[config.mk]
export PLATFORM = sky130hd
export DESIGN_NAME = signed_integer_divider
export DESIGN_NICKNAME = d
export VERILOG_FILES = /design/src/rtl/core/sid_pkg.sv /design/src/rtl/core/signed_integer_divider.sv /design/src/rtl/core/sid_divcore.sv
export SDC_FILE = /design/constraint.sdc
export NUM_CORES = 1
export LEC_CHECK = 0
export ABC_AREA = 1
export BUFFER_PORTS_ARGS = -buffer_cell sky130_fd_sc_hd__buf_2
export CORE_MARGIN = 5
export CORE_UTILIZATION = 39
export CTS_BUF_LIST = sky130_fd_sc_hd__clkbuf_16
export DETAILED_ROUTE_END_ITERATION = 16
export GPL_TIMING_DRIVEN = 0
export PLACE_DENSITY = 0.64
export SLEW_MARGIN = 30
export SYNTH_ARGS = -nofsm -noshare
export SYNTH_HDL_FRONTEND = slang
export SYNTH_HIERARCHICAL = 1
export SYNTH_SLANG_ARGS = --single-unit
[constraint.sdc]
create_clock -name clk -period 4.3 [get_ports clk]
set_clock_uncertainty 0.05 [all_clocks]
set_input_delay 0.43 -clock clk [delete_from_list [all_inputs] [get_ports clk]]
set_output_delay 0.43 -clock clk [all_outputs]
set_load 0.01 [all_outputs]
[src/rtl/core/sid_pkg.sv]
`timescale 1ns / 1ps
// ----------------------------------------------------------------------------
// sid_pkg: shared definitions of the signed integer divider
// Operand width, stream widths, sequencer codes and the status group that
// the iterative divide core reports to the top level.
// ----------------------------------------------------------------------------
package sid_pkg;

	localparam int WIDTH = 32;

	// Stream payload widths, rounded up to whole bytes.
	localparam int IN_TDATA_W  = ((2 * WIDTH + 7) / 8) * 8;
	localparam int OUT_TDATA_W = ((WIDTH + 7) / 8) * 8;

	// Iteration counter runs from WIDTH-1 down to zero.
	localparam int CNT_W = (WIDTH > 1) ? $clog2(WIDTH) : 1;

	// Largest positive quotient, used when the result overflows.
	localparam logic [WIDTH-1:0] SAT_MAX = {1'b0, {(WIDTH - 1){1'b1}}};

	// Sequencer state codes.
	localparam logic [1:0] ST_IDLE = 2'd0;
	localparam logic [1:0] ST_LOAD = 2'd1;
	localparam logic [1:0] ST_RUN  = 2'd2;
	localparam logic [1:0] ST_FIX  = 2'd3;

	typedef struct packed {
		logic busy;
		logic done;
	} sid_stat_t;

endpackage

[src/rtl/core/signed_integer_divider.sv]
`timescale 1ns / 1ps
// ----------------------------------------------------------------------------
// signed_integer_divider: signed WIDTH-bit divider with saturation
// Sign handling, sequencing and the output register around an iterative
// radix-2 restoring divide core.
// ----------------------------------------------------------------------------
// The block divides a signed dividend by a signed divisor and returns the
// quotient truncated toward zero; no remainder is given. Both operands are
// turned into unsigned magnitudes first, so the most negative value divides
// correctly. Dividing the most negative value by minus one saturates the
// quotient to the most positive value. A zero divisor returns a quotient of
// zero with the div_by_zero flag in m_tuser set. The block takes one item at
// a time: s_tready is high only while the sequencer is idle. An item with a
// nonzero divisor goes through the load state, where the magnitudes are
// formed, the shared subtractor of the divide core, the sign fix-up and the
// hand-off into the output register; a new item is taken only once that
// item has left the sequencer. A zero divisor skips the divide core. The
// result sits in an output register, so the next item is accepted while an
// earlier result still waits for m_tready; the sign fix-up then holds until
// that register is free.
// ----------------------------------------------------------------------------
module signed_integer_divider
	import sid_pkg::*;
(
	input  logic                   clk,
	input  logic                   arst_n,
	// Input items.
	input  logic                   s_tvalid,
	output logic                   s_tready,
	input  logic [IN_TDATA_W-1:0]  s_tdata,   // dividend, divisor
	// Result items.
	output logic                   m_tvalid,
	input  logic                   m_tready,
	output logic [OUT_TDATA_W-1:0] m_tdata,   // quotient
	output logic                   m_tuser    // div_by_zero
);

	logic [1:0]       state_q;
	logic [WIDTH-1:0] a_q;
	logic [WIDTH-1:0] b_q;
	logic             neg_q;
	logic             dz_q;

	logic             out_valid_q;
	logic [WIDTH-1:0] out_quot_q;
	logic             out_dz_q;

	logic             in_fire;
	logic             out_free;
	logic             core_start;
	logic [WIDTH-1:0] mag_a;
	logic [WIDTH-1:0] mag_b;
	logic [WIDTH-1:0] core_quot;
	logic [WIDTH-1:0] fixed_quot;
	sid_stat_t        core_stat;

	assign s_tready = (state_q == ST_IDLE);
	assign in_fire  = s_tvalid && s_tready;
	assign out_free = !out_valid_q || m_tready;

	// Magnitudes as unsigned WIDTH-bit values; the most negative number maps
	// to 2**(WIDTH-1), which still fits.
	assign mag_a = a_q[WIDTH-1] ? (~a_q + 1'b1) : a_q;
	assign mag_b = b_q[WIDTH-1] ? (~b_q + 1'b1) : b_q;

	assign core_start = (state_q == ST_LOAD) && (b_q != '0) && !core_stat.busy;

	sid_divcore u_divcore (
		.clk      (clk),
		.arst_n   (arst_n),
		.start    (core_start),
		.dividend (mag_a),
		.divisor  (mag_b),
		.quotient (core_quot),
		.stat     (core_stat)
	);

	// Sign fix-up. With equal signs, a magnitude with its top bit set can only
	// come from the most negative value over minus one and saturates.
	always_comb begin
		priority if (dz_q) begin
			fixed_quot = '0;
		end else if (neg_q) begin
			fixed_quot = ~core_quot + 1'b1;
		end else if (core_quot[WIDTH-1]) begin
			fixed_quot = SAT_MAX;
		end else begin
			fixed_quot = core_quot;
		end
	end

	// Sequencer.
	always_ff @(posedge clk or negedge arst_n) begin
		if (!arst_n) begin
			state_q <= ST_IDLE;
		end else begin
			unique case (state_q)
				ST_IDLE: begin
					if (in_fire) begin
						state_q <= ST_LOAD;
					end
				end
				ST_LOAD: begin
					if (b_q == '0) begin
						state_q <= ST_FIX;
					end else if (core_start) begin
						state_q <= ST_RUN;
					end
				end
				ST_RUN: begin
					if (core_stat.done) begin
						state_q <= ST_FIX;
					end
				end
				ST_FIX: begin
					if (out_free) begin
						state_q <= ST_IDLE;
					end
				end
				default: begin
					state_q <= ST_IDLE;
				end
			endcase
		end
	end

	// Operand capture.
	always_ff @(posedge clk) begin
		if (in_fire) begin
			a_q <= s_tdata[WIDTH-1:0];
			b_q <= s_tdata[2*WIDTH-1:WIDTH];
		end
		if (state_q == ST_LOAD) begin
			neg_q <= a_q[WIDTH-1] ^ b_q[WIDTH-1];
			dz_q  <= (b_q == '0);
		end
	end

	// Output register.
	always_ff @(posedge clk or negedge arst_n) begin
		if (!arst_n) begin
			out_valid_q <= 1'b0;
		end else if ((state_q == ST_FIX) && out_free) begin
			out_valid_q <= 1'b1;
		end else if (m_tready) begin
			out_valid_q <= 1'b0;
		end
	end

	always_ff @(posedge clk) begin
		if ((state_q == ST_FIX) && out_free) begin
			out_quot_q <= fixed_quot;
			out_dz_q   <= dz_q;
		end
	end

	assign m_tvalid = out_valid_q;
	assign m_tdata  = OUT_TDATA_W'(out_quot_q);
	assign m_tuser  = out_dz_q;

endmodule

[src/rtl/core/sid_divcore.sv]
`timescale 1ns / 1ps
// ----------------------------------------------------------------------------
// sid_divcore: iterative unsigned restoring divider
// One shared subtractor produces one quotient bit per cycle, WIDTH bits in all.
// ----------------------------------------------------------------------------
module sid_divcore
	import sid_pkg::*;
(
	input  logic             clk,
	input  logic             arst_n,
	input  logic             start,
	input  logic [WIDTH-1:0] dividend,
	input  logic [WIDTH-1:0] divisor,
	output logic [WIDTH-1:0] quotient,
	output sid_stat_t        stat
);

	logic             busy_q;
	logic             done_q;
	logic [CNT_W-1:0] cnt_q;
	logic [WIDTH:0]   rem_q;
	logic [WIDTH-1:0] quo_q;
	logic [WIDTH-1:0] den_q;

	logic [WIDTH:0]   rem_shift;
	logic [WIDTH+1:0] diff;

	// Bring down the next dividend bit and try to take the divisor out.
	assign rem_shift = {rem_q[WIDTH-1:0], quo_q[WIDTH-1]};
	assign diff      = {1'b0, rem_shift} - {2'b00, den_q};

	always_ff @(posedge clk or negedge arst_n) begin
		if (!arst_n) begin
			busy_q <= 1'b0;
			done_q <= 1'b0;
			cnt_q  <= '0;
		end else begin
			done_q <= 1'b0;
			if (start) begin
				busy_q <= 1'b1;
				cnt_q  <= CNT_W'(WIDTH - 1);
			end else if (busy_q) begin
				cnt_q <= cnt_q - 1'b1;
				if (cnt_q == '0) begin
					busy_q <= 1'b0;
					done_q <= 1'b1;
				end
			end
		end
	end

	always_ff @(posedge clk) begin
		if (start) begin
			rem_q <= '0;
			quo_q <= dividend;
			den_q <= divisor;
		end else if (busy_q) begin
			if (!diff[WIDTH+1]) begin
				rem_q <= diff[WIDTH:0];
			end else begin
				rem_q <= rem_shift;
			end
			quo_q <= {quo_q[WIDTH-2:0], ~diff[WIDTH+1]};
		end
	end

	assign quotient  = quo_q;
	assign stat.busy = busy_q;
	assign stat.done = done_q;

endmodule

==> results of run 1 <==
## flip-flops by register name (all words and copies together), names as in the netlist
signal              cells
u_divcore/cnt_q         5
dz_q                    1
u_divcore/done_q        1
u_divcore/quotient     32
state_q                 2
neg_q                   1
u_divcore/busy_q        1
m_tvalid                1
a_q                    32
m_tuser                 1
b_q                    32
m_tdata                32
u_divcore/rem_q        32
u_divcore/den_q        32
## metal layers
| layer | vias up | routed length [um] | global-route usage |
|---|---|---|---|
| met1 | 5182 | 17000 | 0.264 |
| met4 | 0 | 552 | 0.0388 |
| li1 | 5918 | - | - |
| met2 | 375 | 14400 | 0.266 |
| met5 | - | 0 | 0 |
| met3 | 40 | 2090 | 0.0206 |
## critical path: cells and delay by family (launching register included)
family / cells / cell delay, ps
and+or+nand+nor: 7 / 1030
DFF: 1 / 360
buffers and inverters: 6 / 1450
adders and majority gates: 1 / 220
## power breakdown
group / switching, uW / total, uW / leakage [uW] / internal (uW)
registers: 530 / 3570 / 0.00193 / 3040
logic: 3580 / 5500 / 0.00509 / 1920
clock network: 778 / 1870 / 0.000373 / 1090
total: 4890 / 10900 / 0.00739 / 6060
## logic make-up after synthesis
logic type / count (synthesis) / share of synthesized area
compound gates: 124 / 0.0527
buf+inv: 335 / 0.0999
fa+ha+maj: 42 / 0.0402
xor+xnor: 60 / 0.0396
flops: 205 / 0.436
simple gates: 1014 / 0.331
## synth_stat cells (all sizes together)
library cell	count	share of area
o211ai	3	0.0017
xor2	39	0.026
nand3b	14	0.0079
and2	6	0.0028
nand4	23	0.011
a22oi	1	0.00057
o21a	1	0.00057
a211oi	2	0.0011
a21oi	35	0.015
clkinv	6	0.0017
dfrtp	10	0.019
nand2	606	0.18
o31ai	1	0.00057
ha	41	0.039
xnor2	21	0.014
dfxtp	32	0.048
nor2	184	0.060
inv	291	0.082
o22ai	1	0.00047
o21ai	65	0.026
o21bai	2	0.0011
nand3	158	0.064
a31oi	12	0.0057
edfxtp	163	0.37
clkbuf	14	0.0040
nor4	2	0.00094
or2	6	0.0028
buf	24	0.012
o2111ai	1	0.00066
nor3	14	0.0060
and3	1	0.00047
fa	1	0.0015
## final cells by class
| class | instances | area (um^2) |
|---|---|---|
| fillers | 3386 | 18300 |
| multi-input cells | 1240 | 6170 |
| flip-flops and latches | 205 | 5790 |
| inverters | 297 | 1120 |
| repair buffers | 107 | 623 |
| clock buffers | 23 | 576 |
| well taps | 448 | 561 |
| plain buffers | 38 | 211 |
| clock inverters | 19 | 145 |
## layout by cell type (no fill, tap or decap), types with 5 or more instances in the layout
cell type	instances
nand3_1	147
clkinv_1	11
nor3_1	12
ha_1	41
a21oi_1	31
nand3_2	11
buf_2	114
edfxtp_1	163
o21ai_1	38
nand3b_1	14
dfrtp_1	10
nor2_1	161
and2_1	6
xnor2_1	21
nor2_2	16
nand2_2	11
buf_6	5
nand2_1	591
clkbuf_1	13
inv_1	276
xor2_1	39
or2_2	5
a31oi_1	12
inv_2	20
o21ai_0	25
clkbuf_16	23
nor2_4	5
nand4_1	23
dfxtp_1	32
## metrics by stage
stage	total power, uW	cells
2_1_floorplan	7490	1780
3_3_place_gp	8850	2330
3_5_place_dp	9030	2334
4_1_cts	11000	2377
5_1_grt	11900	2377
6_report	10900	2377
## path summary, 6_finish.rpt
path / start / depth (start not counted) / slack, ps / endpoint
setup / recovery: b_q[0]$_DFFE_PP_ / 14 / 860 / u_divcore/quotient[23]$_DFFE_PP_
hold / removal: s_tdata[32] / 1 / 40 / b_q[0]$_DFFE_PP_
setup reg to reg: b_q[0]$_DFFE_PP_ / 14 / 860 / u_divcore/quotient[23]$_DFFE_PP_
hold reg to reg: u_divcore/rem_q[21]$_SDFFE_PP0P_ / 2 / 420 / u_divcore/rem_q[21]$_SDFFE_PP0P_
max in group asynchronous: arst_n / 2 / 3690 / u_divcore/busy_q$_DFF_PN0_
min in group asynchronous: arst_n / 2 / 280 / m_tvalid$_DFFE_PN0P_
==> impl_metrics.py, run 1 <==
metrics = {
    "logic_synthesis": {
        "ys_types": 49,
        "synthCells": 1780,
        "ys_ff_latch": 205,
        "yosysSeqAreaShare": 0.436,
        "yosys_warnings": 6,
        "mappedNetlistArea_um2": 13300,
        "avgSynthCellArea_um2": 7.45,
        "syn_nets": 1890,
    },
    "final_layout": {
        "utilization": 0.453,
        "finalInstanceArea_um2": 15200,
        "fin_nets": 2022,
        "syn_to_final_growth_pct": 14.5,
        "antenna_cells": 0,
        "layout-drive-gt1-share": 0.125,
    },
    "sta": {
        "max_freq_ghz": 0.291,
        "hold_viol_final": 0,
        "finalMaxSlewViolations": 0,
        "finalSetupViolCount": 0,
        "period_needed_ps": 3440,
        "fin_ws_ps": 862,
        "timing.setup.tns_ps": 0,
        "rsz0062_at_grt": "no",
        "min_period_over_period": 0.800,
        "worst_pin_slew_ps": 836,
        "slew_headroom": 0.441,
        "whs_ps": 39.1,
    },
    "power_and_ir_drop": {
        "p_per_area_nw_per_um2": 721,
        "p_leak_uw": 0.00739,
        "ir_drop_mv": 0.365,
    },
    "critical_path": {
        "worstPathMaxFanout": 23,
        "cp_data_required_time_ps": 4470,
        "crit_slowest_cell": "clkbuf_2",
        "cp_slowest_stage_delay_ps": 530,
        "arrival_ps": 3610,
        "endpoint_kind": "register",
        "crit_path_cell_trace": "inv_1 > ha_1 > nand3_1 > nor2_1 > nand2_1 > inv_2 > nand2_1 > nand2_1 > nor2_4 > clkbuf_1 > nor2_1 > inv_1 > clkbuf_2 > buf_16",
        "start_kind": "register",
        "critical_path_class": "reg2reg",
        "crit_path_frequent_cell": "nand2_1",
    },
    "routing": {
        "antenna_left": 0,
        "via_per_inst": 4.84,
        "drtPass1Iterations": 6,
        "wl_per_cell_um": 14.3,
        "wl_mm": 34.0,
        "vias": 11500,
        "drt-initial-drc-count": 947,
        "drcViolationCount": 0,
    },
    "clock_tree": {
        "cts_root_buffer": "clkbuf_16",
        "post_cts_resized": 0,
        "clock_latency_ps": 510,
        "clk_pin_slew_ps": 60,
        "cts_setup_buffers": 0,
        "cts_made_buffers": 23,
        "htreeDepth": 1,
        "clock_sinks": 205,
        "cts_hold_buf": 1,
        "cts_buffer_depth": 3,
        "cts_tree": "done",
    },
    "placed_design": {
        "place.gp.congestion": 0.913,
        "port-buffer-count": 102,
        "place_ws_ps": 822,
        "dpl-instance-area_um2": 14500,
        "hpwl_mm": 27.3,
    },
    "grt": {
        "antenna_found_initial": 0,
        "grtUsageTotal": 0.173,
        "grt-ovfl-total": 0,
        "grt_pass1_wl_mm": 54.7,
        "grt_start_max_net_pins": 34,
        "grt_pass1_vias": 10600,
    },
    "min_path": {
        "hold_class": "in2reg",
    },
    "die": {
        "dieArea_um2": 37800,
        "chipWidth_um": 194,
        "die_height_um": 194,
        "start_util": 0.396,
        "pin_count": 103,
        "core_area_um2": 33500,
        "core.rowCount": 67,
    },
    "run": {
        "max-cap-violations": 0,
    },
    "run_status": {
        "status": "complete, no violations",
    },
}
Power figures use the tool's default switching activity.
==> run 2, diff against run 1 <==
--- a/config.mk
+++ b/config.mk
@@ -5,14 +5,14 @@
 export SDC_FILE = /design/constraint.sdc
 export NUM_CORES = 1
 export LEC_CHECK = 0
-export ABC_AREA = 1
+export ABC_AREA = 0
 export BUFFER_PORTS_ARGS = -buffer_cell sky130_fd_sc_hd__buf_2
 export CORE_MARGIN = 5
 export CORE_UTILIZATION = 39
 export CTS_BUF_LIST = sky130_fd_sc_hd__clkbuf_16
 export DETAILED_ROUTE_END_ITERATION = 16
 export GPL_TIMING_DRIVEN = 0
-export PLACE_DENSITY = 0.64
+export PLACE_DENSITY = 0.62
 export SLEW_MARGIN = 30
 export SYNTH_ARGS = -nofsm -noshare
 export SYNTH_HDL_FRONTEND = slang
==> constraint.sdc (replaced) <==
create_clock -name clk -period 3.5 [get_ports clk]
set_clock_uncertainty 0.05 [all_clocks]
set_input_delay 0.35 -clock clk [delete_from_list [all_inputs] [get_ports clk]]
set_output_delay 0.35 -clock clk [all_outputs]
set_load 0.01 [all_outputs]
==> run 2 against run 1 <==
Against the previous run:
- highest routed layer unchanged
- non-clock buffer count up 78
- sequential power up 26%
- critical path depth down 6
- largest cell class is now registers
- critical endpoint is now u_divcore/quotient[28]$_DFFE_PP_
==> impl_metrics.py, run 2 <==
metrics = {
    "run_status": {
        "status": "complete, no violations",
    },
    "power_and_ir_drop": {
        "switchingPower_uw": 5000,
        "pwr-share-clk": 0.198,
        "combPwrFrac": 0.444,
        "swShare": 0.396,
        "power_uw": 12600,
        "ir_drop_mv": 0.545,
        "seqPwrFrac": 0.357,
        "p_per_area_nw_per_um2": 889,
        "power.internal_uw": 7600,
        "p_leak_uw": 0.00523,
    },
    "placed_design": {
        "place_inst": 1565,
        "hpwl_mm": 21.4,
        "place.gp.congestion": 0.895,
        "place_ws_ps": -730,
        "port-buffer-count": 102,
        "dpl-instance-area_um2": 12600,
    },
    "final_layout": {
        "fin_nets": 1382,
        "layout-drive-gt1-share": 0.170,
        "utilization": 0.482,
        "finalInstanceArea_um2": 14200,
        "final_cell_count_no_fill": 1680,
        "syn_to_final_growth_pct": 23.1,
        "antenna_cells": 0,
        "layout_commonest_cell": "edfxtp_1",
        "layout_common_cells": "edfxtp_1, buf_2, nand2_1",
        "fillerInstances": 2628,
    },
    "clock_tree": {
        "cts_made_buffers": 24,
        "htreeDepth": 1,
        "cts_buffer_depth": 3,
        "cts_tree": "done",
        "clk_pin_slew_ps": 60,
        "cts_root_buffer": "clkbuf_16",
        "clock_latency_ps": 520,
        "clock_sinks": 205,
    },
    "die": {
        "chipWidth_um": 182,
        "core_area_um2": 29400,
        "core.rowCount": 63,
        "pin_count": 103,
        "dieArea_um2": 33100,
        "die_height_um": 182,
        "start_util": 0.392,
    },
    "critical_path": {
        "cp_slowest_stage_delay_ps": 600,
        "crit_path_frequent_cell": "or4_4",
        "start_kind": "register",
        "critical_path_class": "reg2reg",
        "crit_path_cell_trace": "or4_4 > or4_4 > nor4_4 > nor3b_4 > buf_6 > buf_1 > buf_2 > mux2_2",
        "cp_data_required_time_ps": 3710,
        "arrival_ps": 3560,
        "crit_slowest_cell": "or4_4",
        "worstPathMaxFanout": 10,
        "endpoint_kind": "register",
    },
    "logic_synthesis": {
        "async_reset_ff_frac": 0.0488,
        "syn_nets": 1178,
        "synth-edff-count": 163,
        "yosysSeqAreaShare": 0.502,
        "synth_largest_area_cell": "edfxtp_1",
        "synth_ff_type": "edfxtp_1",
        "ys_ff_latch": 205,
        "avgSynthCellArea_um2": 10.8,
        "mappedNetlistArea_um2": 11500,
        "yosys_warnings": 6,
        "synthCells": 1068,
        "synth_common_cells": "edfxtp_1, nand2_1, xnor2_1",
        "ys_types": 69,
        "yosys-top-cells-area": "edfxtp_1, xnor2_1, dfxtp_1, ha_1, mux2_2",
        "yosys.area.top_type_share": 0.425,
        "synth_most_common_cell": "edfxtp_1",
    },
    "sta": {
        "slew_headroom": 0.420,
        "fin_ws_ps": 149,
        "finalMaxSlewViolations": 0,
        "rsz0062_at_grt": "no",
        "max_freq_ghz": 0.298,
        "hold_viol_final": 0,
        "period_needed_ps": 3350,
        "min_period_over_period": 0.957,
        "finalSetupViolCount": 0,
        "worst_pin_slew_ps": 862,
    },
    "run": {
        "max-cap-violations": 0,
    },
    "routing": {
        "drcViolationCount": 0,
        "drtPass1Iterations": 5,
        "via_per_inst": 5.50,
        "wl_per_cell_um": 17.6,
        "wl_met3_mm": 2.01,
        "wl_mm": 29.5,
        "wl_met1_mm": 14.5,
        "drt-initial-drc-count": 841,
        "antenna_left": 0,
        "wl_met2_mm": 12.6,
        "vias": 9244,
        "top_layer": "met4",
    },
    "grt": {
        "grt_start_max_net_pins": 37,
        "antenna_found_initial": 0,
        "grt_pass1_wl_mm": 47.3,
        "grtUsageTotal": 0.175,
        "grt-ovfl-total": 0,
        "grt_pass1_vias": 8636,
    },
    "min_path": {
        "hold_class": "in2reg",
    },
}
[run 2: cell count changes after synthesis, sizes merged, moves of 19 or more]
cell and delta:
xor2 -31, nand2 -520, nor4 +20, a311oi +21
inv -231, nand2b +19, nor2 -124, o31ai +25
a211oi +21, mux2 +33, nand3 -137, o41ai +22
xnor2 +61
[run 2: kinds of logic after synthesis]
kind of cell	after synthesis	synth area share
simple gates	303	0.135
compound gates	277	0.170
flops	205	0.502
buf+inv	106	0.0361
xor+xnor	90	0.0684
mux	45	0.0427
fa+ha+maj	42	0.0463
[run 2: layer usage]
metal / global-route usage / vias up
met2: 0.264 / 343
met4: 0.0330 / 0
met1: 0.271 / 4376
met3: 0.0218 / 35
met5: 0 / -
li1: - / 4490
[run 2: final cells by class]
type | count | area, um^2 | area share
Buffer | 46 | 203 | 0.0143
Inverter | 60 | 229 | 0.0161
Tap cell | 390 | 488 | 0.0344
Sequential cell | 205 | 5790 | 0.408
Timing Repair Buffer | 177 | 1280 | 0.0905
Clock inverter | 19 | 173 | 0.0122
Timing Repair inverter | 1 | 7.51 | 0.000529
Clock buffer | 25 | 626 | 0.0441
Multi-Input combinational cell | 757 | 5390 | 0.380
[run 2: power by group through the flow]
stage               logic [uW]  clock network [uW]  registers, uW
finish                    5600                2500           4500
CTS                       5510                2580           4480
floorplan                 4010                   0           4320
global placement          5230                   0           4540
global route              6220                2670           4610
detailed placement        5380                   0           4530
[run 2: path summary, 6_finish.rpt]
kind,start,cells past startpoint,end,slack [ps]
max,b_q[13]$_DFFE_PP_,8,u_divcore/quotient[28]$_DFFE_PP_,150
min in group asynchronous,arst_n,2,u_divcore/done_q$_DFF_PN0_,240
min reg2reg,u_divcore/rem_q[7]$_SDFFE_PP0P_,2,u_divcore/rem_q[7]$_SDFFE_PP0P_,440
max in group asynchronous,arst_n,2,state_q[0]$_DFFE_PN0P_,2920
max reg2reg,b_q[13]$_DFFE_PP_,8,u_divcore/quotient[28]$_DFFE_PP_,150
min,m_tready,3,m_tvalid$_DFFE_PN0P_,110
[run 2: critical path, delay by kind of cell, from the launching register on]
family	cells	cell delay (ps)
simple gates	4	1530
buf+inv	3	740
flops	1	470
mux	1	300
[run 2: through the flow]
step	TNS [ps]	hold slack, ps
global placement	-43940	215
CTS	0	80.2
finish	0	105
global route	0	124
floorplan	0	4.41
detailed placement	-24720	216
[run 2: repair_timing]
item                                    in CTS  in global routing
setup buffers                                3                  2
endpoints found under the hold margin       74                  0
resized for setup                            8                  6
hold buffers                                65                  0
endpoints found under the setup margin      52                 51
pin swaps                                    0                  1
cloned                                       1                  0
